--- config.mk ---
export PLATFORM = sky130hd
export DESIGN_NAME = sqpg_front
export DESIGN_NICKNAME = d
export VERILOG_FILES = /design/src/sv/sqpg_pkg.sv /design/src/sv/sqpg_front.sv
export SDC_FILE = /design/constraint.sdc
export NUM_CORES = 1
export LEC_CHECK = 0
export BUFFER_PORTS_ARGS = -buffer_cell sky130_fd_sc_hd__buf_2
export CAP_MARGIN = 20
export CORE_AREA = 2 2 212 214
export DETAILED_ROUTE_END_ITERATION = 12
export DIE_AREA = 0 0 214 216
export GPL_TIMING_DRIVEN = 0
export RECOVER_POWER = 50
export SYNTH_ARGS = -nofsm -noshare
export SYNTH_HDL_FRONTEND = slang
export SYNTH_SLANG_ARGS = --single-unit
--- constraint.sdc ---
create_clock -name clk -period 20.2 [get_ports clk]
set_input_delay 2.02 -clock clk [delete_from_list [all_inputs] [get_ports clk]]
set_output_delay 2.02 -clock clk [all_outputs]
set_load 0.02 [all_outputs]
--- src/sv/sqpg_pkg.sv ---
// sqpg_pkg: shared types, rule codes and Q2.30 coefficient tables for the
// simplex quadrature point generator
// depends on nothing
package sqpg_pkg;

	localparam int COORD_W   = 32;
	localparam int MEAS_W    = COORD_W - 1;
	localparam int FRAC_BITS = 30;
	localparam int PROD_W    = 2 * COORD_W;
	localparam int PAIR_W    = PROD_W + 1;
	localparam int ACC_W     = PROD_W + 3;
	localparam int IDX_W     = 4;
	localparam int ROW_W     = 6;
	localparam int AXIS_W    = 2;
	localparam int QDEPTH    = 2;
	localparam int QPTR_W    = $clog2(QDEPTH);
	localparam int QCNT_W    = $clog2(QDEPTH + 1);

	typedef enum logic [2:0] {
		RULE_EDGE2 = 3'd0,
		RULE_EDGE3 = 3'd1,
		RULE_TRI3  = 3'd2,
		RULE_TRI4  = 3'd3,
		RULE_TRI7  = 3'd4,
		RULE_TET4  = 3'd5,
		RULE_TET5  = 3'd6,
		RULE_TET15 = 3'd7
	} rule_t;

	typedef logic signed [COORD_W-1:0] coord_t;

	typedef struct packed {
		coord_t              va;
		coord_t              vb;
		coord_t              vc;
		coord_t              vd;
		logic [MEAS_W-1:0]   meas;
	} data_t;

	typedef struct packed {
		logic [AXIS_W-1:0]   axis;
		data_t               data;
		logic [ROW_W-1:0]    first;
		logic [IDX_W-1:0]    last_idx;
	} item_t;

	typedef struct packed {
		logic                valid;
		logic [IDX_W-1:0]    index;
		logic [AXIS_W-1:0]   axis;
		logic                last;
	} ctl_t;

	typedef struct packed {
		coord_t ca;
		coord_t cb;
		coord_t cc;
		coord_t cd;
		coord_t cw;
	} coef_row_t;

	// barycentric and weight coefficients, signed Q2.30
	localparam coord_t Q_HALF    = 32'sd536870912;
	localparam coord_t Q_THIRD   = 32'sd357913941;
	localparam coord_t Q_SIXTH   = 32'sd178956971;
	localparam coord_t Q_QUARTER = 32'sd268435456;
	localparam coord_t Q_FIFTH   = 32'sd214748365;
	localparam coord_t Q_3FIFTH  = 32'sd644245094;
	localparam coord_t E2_HI     = 32'sd846833478;
	localparam coord_t E2_LO     = 32'sd226908346;
	localparam coord_t E3_HI     = 32'sd952729332;
	localparam coord_t E3_LO     = 32'sd121012492;
	localparam coord_t T7_A      = 32'sd108755559;
	localparam coord_t T7_A1     = 32'sd856230706;
	localparam coord_t T7_B      = 32'sd504811197;
	localparam coord_t T7_B1     = 32'sd64119429;
	localparam coord_t K4_A      = 32'sd148387471;
	localparam coord_t K4_A1     = 32'sd628579412;
	localparam coord_t K15_A     = 32'sd98751927;
	localparam coord_t K15_A1    = 32'sd777486043;
	localparam coord_t K15_B     = 32'sd343377059;
	localparam coord_t K15_B1    = 32'sd43610646;
	localparam coord_t K15_C     = 32'sd60506246;
	localparam coord_t K15_C1    = 32'sd476364666;
	localparam coord_t W_E3_MID  = 32'sd477218588;
	localparam coord_t W_E3_SIDE = 32'sd298261618;
	localparam coord_t W_T4_MID  = -32'sd603979776;
	localparam coord_t W_T4_SIDE = 32'sd559240533;
	localparam coord_t W_T7_MID  = 32'sd241591910;
	localparam coord_t W_T7_A    = 32'sd135226165;
	localparam coord_t W_T7_B    = 32'sd142157139;
	localparam coord_t W_K5_SIDE = 32'sd483183821;
	localparam coord_t W_K5_MID  = -32'sd858993459;
	localparam coord_t W_K15_A   = 32'sd77241856;
	localparam coord_t W_K15_B   = 32'sd74161423;
	localparam coord_t W_K15_C   = 32'sd56811737;
	localparam coord_t W_K15_MID = 32'sd127258290;
	localparam coord_t Q_ZERO    = 32'sd0;

	localparam coord_t SAT_MAX = {1'b0, {(COORD_W-1){1'b1}}};
	localparam coord_t SAT_MIN = {1'b1, {(COORD_W-1){1'b0}}};

	function automatic coef_row_t mk(coord_t a, coord_t b, coord_t c, coord_t d, coord_t w);
		coef_row_t r;
		r.ca = a;
		r.cb = b;
		r.cc = c;
		r.cd = d;
		r.cw = w;
		return r;
	endfunction

	// first table row of each rule
	function automatic logic [ROW_W-1:0] rule_first(rule_t rule);
		logic [ROW_W-1:0] f;
		case (rule)
			RULE_EDGE2: f = 6'd0;
			RULE_EDGE3: f = 6'd2;
			RULE_TRI3:  f = 6'd5;
			RULE_TRI4:  f = 6'd8;
			RULE_TRI7:  f = 6'd12;
			RULE_TET4:  f = 6'd19;
			RULE_TET5:  f = 6'd23;
			RULE_TET15: f = 6'd28;
			default:    f = 6'd0;
		endcase
		return f;
	endfunction

	// index of the final point of each rule
	function automatic logic [IDX_W-1:0] rule_last(rule_t rule);
		logic [IDX_W-1:0] n;
		case (rule)
			RULE_EDGE2: n = 4'd1;
			RULE_EDGE3: n = 4'd2;
			RULE_TRI3:  n = 4'd2;
			RULE_TRI4:  n = 4'd3;
			RULE_TRI7:  n = 4'd6;
			RULE_TET4:  n = 4'd3;
			RULE_TET5:  n = 4'd4;
			RULE_TET15: n = 4'd14;
			default:    n = 4'd1;
		endcase
		return n;
	endfunction

	function automatic coef_row_t coef_row(logic [ROW_W-1:0] row);
		coef_row_t r;
		case (row)
			6'd0:  r = mk(E2_LO, E2_HI, Q_ZERO, Q_ZERO, Q_HALF);
			6'd1:  r = mk(E2_HI, E2_LO, Q_ZERO, Q_ZERO, Q_HALF);
			6'd2:  r = mk(Q_HALF, Q_HALF, Q_ZERO, Q_ZERO, W_E3_MID);
			6'd3:  r = mk(E3_HI, E3_LO, Q_ZERO, Q_ZERO, W_E3_SIDE);
			6'd4:  r = mk(E3_LO, E3_HI, Q_ZERO, Q_ZERO, W_E3_SIDE);
			6'd5:  r = mk(Q_HALF, Q_HALF, Q_ZERO, Q_ZERO, Q_THIRD);
			6'd6:  r = mk(Q_HALF, Q_ZERO, Q_HALF, Q_ZERO, Q_THIRD);
			6'd7:  r = mk(Q_ZERO, Q_HALF, Q_HALF, Q_ZERO, Q_THIRD);
			6'd8:  r = mk(Q_THIRD, Q_THIRD, Q_THIRD, Q_ZERO, W_T4_MID);
			6'd9:  r = mk(Q_FIFTH, Q_FIFTH, Q_3FIFTH, Q_ZERO, W_T4_SIDE);
			6'd10: r = mk(Q_FIFTH, Q_3FIFTH, Q_FIFTH, Q_ZERO, W_T4_SIDE);
			6'd11: r = mk(Q_3FIFTH, Q_FIFTH, Q_FIFTH, Q_ZERO, W_T4_SIDE);
			6'd12: r = mk(Q_THIRD, Q_THIRD, Q_THIRD, Q_ZERO, W_T7_MID);
			6'd13: r = mk(T7_A, T7_A, T7_A1, Q_ZERO, W_T7_A);
			6'd14: r = mk(T7_A, T7_A1, T7_A, Q_ZERO, W_T7_A);
			6'd15: r = mk(T7_A1, T7_A, T7_A, Q_ZERO, W_T7_A);
			6'd16: r = mk(T7_B, T7_B, T7_B1, Q_ZERO, W_T7_B);
			6'd17: r = mk(T7_B, T7_B1, T7_B, Q_ZERO, W_T7_B);
			6'd18: r = mk(T7_B1, T7_B, T7_B, Q_ZERO, W_T7_B);
			6'd19: r = mk(K4_A, K4_A, K4_A, K4_A1, Q_QUARTER);
			6'd20: r = mk(K4_A1, K4_A, K4_A, K4_A, Q_QUARTER);
			6'd21: r = mk(K4_A, K4_A1, K4_A, K4_A, Q_QUARTER);
			6'd22: r = mk(K4_A, K4_A, K4_A1, K4_A, Q_QUARTER);
			6'd23: r = mk(Q_SIXTH, Q_SIXTH, Q_SIXTH, Q_HALF, W_K5_SIDE);
			6'd24: r = mk(Q_HALF, Q_SIXTH, Q_SIXTH, Q_SIXTH, W_K5_SIDE);
			6'd25: r = mk(Q_SIXTH, Q_HALF, Q_SIXTH, Q_SIXTH, W_K5_SIDE);
			6'd26: r = mk(Q_SIXTH, Q_SIXTH, Q_HALF, Q_SIXTH, W_K5_SIDE);
			6'd27: r = mk(Q_QUARTER, Q_QUARTER, Q_QUARTER, Q_QUARTER, W_K5_MID);
			6'd28: r = mk(K15_A, K15_A, K15_A, K15_A1, W_K15_A);
			6'd29: r = mk(K15_A, K15_A, K15_A1, K15_A, W_K15_A);
			6'd30: r = mk(K15_A, K15_A1, K15_A, K15_A, W_K15_A);
			6'd31: r = mk(K15_A1, K15_A, K15_A, K15_A, W_K15_A);
			6'd32: r = mk(K15_B, K15_B, K15_B, K15_B1, W_K15_B);
			6'd33: r = mk(K15_B, K15_B, K15_B1, K15_B, W_K15_B);
			6'd34: r = mk(K15_B, K15_B1, K15_B, K15_B, W_K15_B);
			6'd35: r = mk(K15_B1, K15_B, K15_B, K15_B, W_K15_B);
			6'd36: r = mk(K15_C, K15_C, K15_C1, K15_C1, W_K15_C);
			6'd37: r = mk(K15_C, K15_C1, K15_C1, K15_C, W_K15_C);
			6'd38: r = mk(K15_C, K15_C1, K15_C, K15_C1, W_K15_C);
			6'd39: r = mk(K15_C1, K15_C, K15_C, K15_C1, W_K15_C);
			6'd40: r = mk(K15_C1, K15_C1, K15_C, K15_C, W_K15_C);
			6'd41: r = mk(K15_C1, K15_C, K15_C1, K15_C, W_K15_C);
			6'd42: r = mk(Q_QUARTER, Q_QUARTER, Q_QUARTER, Q_QUARTER, W_K15_MID);
			default: r = mk(Q_ZERO, Q_ZERO, Q_ZERO, Q_ZERO, Q_ZERO);
		endcase
		return r;
	endfunction

	// round to nearest (ties up), drop the fraction bits, saturate
	function automatic coord_t round_sat(logic signed [ACC_W-1:0] x);
		logic signed [ACC_W-1:0]           t;
		logic signed [ACC_W-FRAC_BITS-1:0] sh;
		coord_t                            r;
		t  = x + (ACC_W'(1) <<< (FRAC_BITS - 1));
		sh = t[ACC_W-1:FRAC_BITS];
		if (sh[ACC_W-FRAC_BITS-1:COORD_W-1] != {(ACC_W-FRAC_BITS-COORD_W+1){sh[COORD_W-1]}})
			r = sh[ACC_W-FRAC_BITS-1] ? SAT_MIN : SAT_MAX;
		else
			r = sh[COORD_W-1:0];
		return r;
	endfunction

endpackage

--- src/sv/sqpg_front.sv ---
// sqpg_front: input acceptance, rule register, per-item classification and
// the short item queue toward the back end; depends on sqpg_pkg
module sqpg_front
	import sqpg_pkg::*;
(
	input  logic                  clk,
	input  logic                  arst_n,
	input  logic                  cfg_we,
	input  logic [2:0]            cfg_wdata,
	input  logic                  in_valid,
	output logic                  in_ready,
	input  logic [AXIS_W-1:0]     in_axis,
	input  data_t                 in_data,
	output logic                  q_valid,
	output item_t                 q_item,
	input  logic                  pop
);

	rule_t              rule_q;
	item_t              ent_q [QDEPTH];
	logic [QPTR_W-1:0]  wr_ptr_q;
	logic [QPTR_W-1:0]  rd_ptr_q;
	logic [QCNT_W-1:0]  count_q;
	logic               push;
	item_t              new_item;

	assign in_ready = (count_q != QCNT_W'(QDEPTH));
	assign push     = in_valid && in_ready;
	assign q_valid  = (count_q != '0);
	assign q_item   = ent_q[rd_ptr_q];

	// classify: rule fixes the table window and point count
	always_comb begin
		new_item.axis     = in_axis;
		new_item.data     = in_data;
		new_item.first    = rule_first(rule_q);
		new_item.last_idx = rule_last(rule_q);
	end

	always_ff @(posedge clk or negedge arst_n) begin
		if (!arst_n) begin
			rule_q <= RULE_EDGE2;
		end else if (cfg_we) begin
			rule_q <= rule_t'(cfg_wdata);
		end
	end

	always_ff @(posedge clk or negedge arst_n) begin
		if (!arst_n) begin
			wr_ptr_q <= '0;
			rd_ptr_q <= '0;
			count_q  <= '0;
		end else begin
			if (push)
				wr_ptr_q <= wr_ptr_q + 1'b1;
			if (pop)
				rd_ptr_q <= rd_ptr_q + 1'b1;
			if (push && !pop)
				count_q <= count_q + 1'b1;
			else if (pop && !push)
				count_q <= count_q - 1'b1;
		end
	end

	always_ff @(posedge clk) begin
		if (push)
			ent_q[wr_ptr_q] <= new_item;
	end

	a_pop_has_item: assert property (@(posedge clk) disable iff (!arst_n)
		pop |-> q_valid)
		else $error("pop from empty queue");

	a_fill_tracks: assert property (@(posedge clk) disable iff (!arst_n)
		push && !pop |=> count_q == $past(count_q) + 1'b1)
		else $error("queue fill count lost a request");

endmodule

After elaboration in Yosys (flattened, before gate mapping)
Memory sizes are Yosys's and may differ from the RTL's.
Index checks and enable logic that the tools add are counted.
Word-level totals
  memory bits (writable): 342
  register bits after elaboration: 7
  output and inout bits: 173
  bits in read-only memories: 72
  word-level logic and storage cells: 23
  input bits: 169
  memories: 3
Cells by class
  multiplexer cells: 4
  equality and inequality tests: 1
  add/sub/neg operators: 4
  reduce and logical (&&, ||, !) cells: 7
Memory list
  ent_q: depth 2, bits a word 171, read ports 1, clocked after memory_dff 0, write ports 1, RTL line sqpg_front.sv:20  | item_t ent_q [QDEPTH];
  (name not given): depth 8, bits a word 5, read ports 1, clocked after memory_dff 0, write ports 0, RTL line sqpg_pkg.sv:116  | case (rule)
  (name not given): depth 8, bits a word 4, read ports 1, clocked after memory_dff 0, write ports 0, RTL line sqpg_pkg.sv:133  | case (rule)
Operator list (count)
  $mux 2: 2
  $reduce_bool 2->1: 2
  $logic_and 1x1->1: 3
  $add 1x1->1 const B: 2
  $add 2x1->2 const B: 1
  $logic_not 1->1: 2
  $mux 1: 2
  $ne 2x2->1 const B: 1
  $sub 2x1->2 const B: 1

Longest topological paths before layout
  depth after elaboration: 6
  gate-level depth with buffers: 7

Worst setup path before layout
Ideal clock, no wire load.
  path kind: in2reg
  start point: input port in_valid
  end point: memory ent_q[0][0] in the netlist's numbering (enable)
  slack: 10.329 ns
  stages: 2
  data arrival time: 9.169 ns
  data required time: 19.497 ns
  setup time: 0.703 ns
  cells stage by stage: nand2_1 nor2_1
On the way
  longest elaborated chain between the ends: 3
RTL lines
  start, declared: RTL line sqpg_front.sv:10  | input logic in_valid,
  $logic_and 1x1->1: RTL line sqpg_front.sv:28  | assign push = in_valid && in_ready;
  $mux 1: RTL line sqpg_front.sv:66  | if (push)
  $mux 1 (not written as such): RTL line sqpg_front.sv:67  | ent_q[wr_ptr_q] <= new_item;
  end, declared: RTL line sqpg_front.sv:20
No other way between the ends.

Worst setup path in the final report
  start point: input port in_valid
  end point: memory ent_q[1][95] in the netlist's numbering (enable)
The elaborated chain is that of the path after synthesis.

==> qor.json <==
{
  "area_fraction_in_and_or_nand_and_nor_cells_after_synthesis": {"value": 0.00507},
  "worst_ep_required_time": {"value": 20.39, "unit": "ns"},
  "postSynthAreaPerCell": {"value": 22.6, "unit": "µm²"},
  "syn_to_final_growth": {"value": 28.9, "unit": "%"},
  "min_to": {"value": "count_q[1]$_DFFE_PN0P_"},
  "nets": {"value": 1146},
  "postRouteWirelength": {"value": 27400, "unit": "µm"},
  "finished_layout_cells": {"value": 1589},
  "violations": {"value": "capacitance limit, slew limit"},
  "grt_overflow_total": {"value": 0},
  "io_buffers": {"value": 340},
  "grt_use_met2": {"value": 0.202},
  "clock_tree.htree_level_count": {"value": 2},
  "synth.most_common_cell": {"value": "sky130_fd_sc_hd__edfxtp_1"},
  "clockRootBuffer": {"value": "sky130_fd_sc_hd__clkbuf_16"},
  "tightestPinTransition": {"value": 3.10, "unit": "ns"},
  "global_route.usage.met3": {"value": 0.0412},
  "grt_first_pass_wirelength": {"value": 40900, "unit": "µm"},
  "synth_top_family_by_area": {"value": "multiplexers"},
  "number_of_antenna_violations_at_the_first_check_in_global_routing": {"value": 2},
  "drc": {"value": 0},
  "yosysUniqueCellTypes": {"value": 21},
  "status": {"value": "complete, but fails checks"},
  "post-synth-top-area-fraction": {"value": 0.780},
  "first_global_vias": {"value": 7033},
  "grt_busiest_layer": {"value": "met2"},
  "ys_top_cells_by_count": {"value": "340 x sky130_fd_sc_hd__edfxtp_1, 90 x sky130_fd_sc_hd__mux2_4, 80 x sky130_fd_sc_hd__mux2_2, 11 x sky130_fd_sc_hd__buf_6, 8 x sky130_fd_sc_hd__buf_2"},
  "number_of_buffers_created_by_cts": {"value": 38},
  "r2r_setup_slack": {"value": 15.73, "unit": "ns"},
  "timing.rr.start": {"value": "count_q[0]$_DFFE_PN0P_"},
  "clock_insertion_delay_worst_skew": {"value": 0.53, "unit": "ns"},
  "max_cap_viol_count": {"value": 1},
  "initial_core_util": {"value": 0.299},
  "cellPowerDensity": {"value": 154, "unit": "nW/µm²"},
  "grt_util_met1": {"value": 0.130},
  "maxClockFrequency": {"value": 183, "unit": "MHz"},
  "cpPeakStageDelay": {"value": 2.24, "unit": "ns"},
  "vert_die_dim": {"value": 216, "unit": "µm"},
  "worst_hold_path_type": {"value": "flip-flop to flip-flop"},
  "die_width": {"value": 214, "unit": "µm"},
  "dominantRegCellSynth": {"value": "sky130_fd_sc_hd__edfxtp_1"},
  "worstReg2RegEnd": {"value": "ent_q[1][95]$_DFFE_PP_"},
  "cell_depth_of_the_worst_hold_path": {"value": 1},
  "synthDominantAreaCellType": {"value": "sky130_fd_sc_hd__edfxtp_1"},
  "grt_setup_unrepaired": {"value": "false"},
  "worst_ep_arrival_time": {"value": 5.66, "unit": "ns"},
  "netlist_top_cells_area": {"value": "sky130_fd_sc_hd__edfxtp_1 78%, sky130_fd_sc_hd__mux2_4 10%, sky130_fd_sc_hd__mux2_2 6.9%, sky130_fd_sc_hd__dfrtp_1 1.3%, sky130_fd_sc_hd__buf_6 0.95%"},
  "placedCellCount": {"value": 1522},
  "worstSetupPathType": {"value": "primary input to flip-flop"},
  "clock_sinks": {"value": 347},
  "worst_setup_path_start_kind": {"value": "primary input"},
  "cells_along_the_critical_path": {"value": "clkbuf_1 > and3_1 > clkbuf_1 > buf_16"},
  "kind_of_cell_with_the_highest_combined_delay_on_the_critical_path": {"value": "buffers and inverters"},
  "finalSetupViolCount": {"value": 0},
  "synth.yosys.seq_area_share": {"value": 0.794},
  "cts_post_setup_buffers_inserted": {"value": 0},
  "worst_clock_skew": {"value": 0.00786, "unit": "ns"},
  "fin_crit": {"value": 5.46, "unit": "ns"},
  "hold_viol_final": {"value": 0},
  "min_from": {"value": "count_q[1]$_DFFE_PN0P_"},
  "ys_warn_count": {"value": 0},
  "worst_path_bufs_invs": {"value": 3},
  "fraction_of_registers_with_async_set_or_reset_after_synthesis": {"value": 0.0202},
  "clock_tree_from_tritoncts": {"value": "yes"},
  "design.portCount": {"value": 342},
  "post_detail_place_hpwl": {"value": 19100, "unit": "µm"},
  "syn-instance-count": {"value": 579},
  "dpl_worst_slack": {"value": 16.44, "unit": "ns"},
  "finalMaxSlewViolations": {"value": 44},
  "netlist_area": {"value": 13100, "unit": "µm²"},
  "leakage": {"value": 6.36, "unit": "nW"},
  "pin_count_of_the_biggest_net_entering_global_routing": {"value": 55},
  "fillers": {"value": 4093},
  "first_iter_violations": {"value": 244},
  "wire_per_inst": {"value": 17.2, "unit": "µm"},
  "floorplan.die_area": {"value": 46200, "unit": "µm²"},
  "synth-compound-area-share": {"value": 0.00249},
  "finalInstanceArea": {"value": 16900, "unit": "µm²"},
  "post-route-period-util": {"value": 0.270},
  "detailedRoute.firstPassIterationCount": {"value": 4},
  "rr_worst_depth": {"value": 4},
  "critical_path.endpoint_type": {"value": "flip-flop"},
  "postSynthRegisterBits": {"value": 347},
  "vias": {"value": 6652},
  "synthesized_area_fraction_occupied_by_adder_cells": {"value": 0.00669},
  "global_route.usage.total": {"value": 0.116},
  "crit_path_frequent_cell": {"value": "sky130_fd_sc_hd__clkbuf_1"},
  "timing.setup.tns": {"value": 0, "unit": "ns"},
  "postLayoutCoreUtil": {"value": 0.385},
  "viasPerCell": {"value": 4.19},
  "cts.repair.resized": {"value": 0},
  "cts_buffer_depth": {"value": 3},
  "synth_xor_xnor_area_share": {"value": 0.00335},
  "slowest_stage": {"value": "sky130_fd_sc_hd__clkbuf_1"},
  "ir_drop": {"value": 78.6, "unit": "µV"},
  "proportion_of_synthesized_area_in_mux_cells": {"value": 0.174},
  "final.setup.worst_slack": {"value": 14.74, "unit": "ns"},
  "dpl-instance-area": {"value": 15800, "unit": "µm²"},
  "post_route_cells_drive_above_1_share": {"value": 0.510},
  "placementRows": {"value": 77},
  "antenna_left": {"value": 0},
  "clk_transition_reported_paths": {"value": 0.05, "unit": "ns"},
  "gp_congestion": {"value": 0.736},
  "max_slew_margin": {"value": -1.07},
  "synth_enable_flop_cells": {"value": 340},
  "core-area": {"value": 43800, "unit": "µm²"},
  "path_max_fanout": {"value": 50},
  "synth.net_count": {"value": 755},
  "post_cts_hold_buffer_count": {"value": 0}
}
-- state kept, by name (all words and copies together), names as in the netlist --
name / cells
ent_q: 340
rule_q: 3
count_q: 2
rd_ptr_q: 1
wr_ptr_q: 1
-- layout by cell type (no fill, tap or decap), types with 6 or more instances in the layout --
master	count
sky130_fd_sc_hd__buf_16	6
sky130_fd_sc_hd__inv_1	6
sky130_fd_sc_hd__mux2_4	90
sky130_fd_sc_hd__dfrtp_1	7
sky130_fd_sc_hd__clkbuf_1	91
sky130_fd_sc_hd__mux2_2	80
sky130_fd_sc_hd__buf_6	11
sky130_fd_sc_hd__edfxtp_1	340
sky130_fd_sc_hd__clkbuf_16	41
sky130_fd_sc_hd__ha_1	7
sky130_fd_sc_hd__nand2_1	7
sky130_fd_sc_hd__clkinv_1	6
sky130_fd_sc_hd__buf_2	266
-- per-stage QoR --
stage / hold slack, ns / power [mW]
floorplan: 0.456 / 1.69
global placement: 0.476 / 2.00
detailed placement: 0.477 / 1.98
CTS: 0.488 / 2.67
global route: 0.519 / 2.73
finish: 0.489 / 2.60
-- power breakdown --
part | internal [mW] | leakage (nW) | switching, mW
clock network | 0.406 | 0.589 | 0.263
logic | 0.384 | 2.53 | 0.530
registers | 0.985 | 3.24 | 0.0351
-- kinds of logic after synthesis --
kind of cell	count (synthesis)
buffers and inverters	26
flip-flops	347
multiplexers	172
AO/OA/AOI/OAI	6
AND/OR/NAND/NOR	15
adder cells (fa/ha/maj)	7
XOR/XNOR	5
other	1
-- how the worst max path moves through the flow --
stage / from / to / slack, ns / depth (start not counted)
after floorplan: in_valid / ent_q[0][0]$_DFFE_PP_ / 10.33 / 2
after global placement: in_valid / ent_q[0][132]$_DFFE_PP_ / 5.32 / 3
after detailed placement: in_valid / ent_q[0][95]$_DFFE_PP_ / 16.44 / 7
after CTS: rd_ptr_q$_DFFE_PN0P_ / q_item[114] / 16.05 / 5
after global routing: in_valid / ent_q[1][123]$_DFFE_PP_ / 14.41 / 4
final: in_valid / ent_q[1][95]$_DFFE_PP_ / 14.74 / 4
-- routing by layer --
metal	routed length, µm	up-vias
met2	14000	220
met1	10500	3314
met4	738	2
met3	2110	48
li1	-	3068
met5	16	-
-- final cells by class --
class                           count  area (µm²)  area share
Sequential cell                   347       10400       0.616
Clock buffer                       51        1060      0.0630
Inverter                            6        22.5     0.00133
Multi-Input combinational cell    206        2510       0.149
Antenna cell                        1        2.50    0.000148
Clock inverter                     15         149     0.00882
Buffer                             20         171      0.0102
Tap cell                          592         741      0.0439
Timing Repair Buffer              351        1830       0.109
Power figures use the tool's default switching activity.
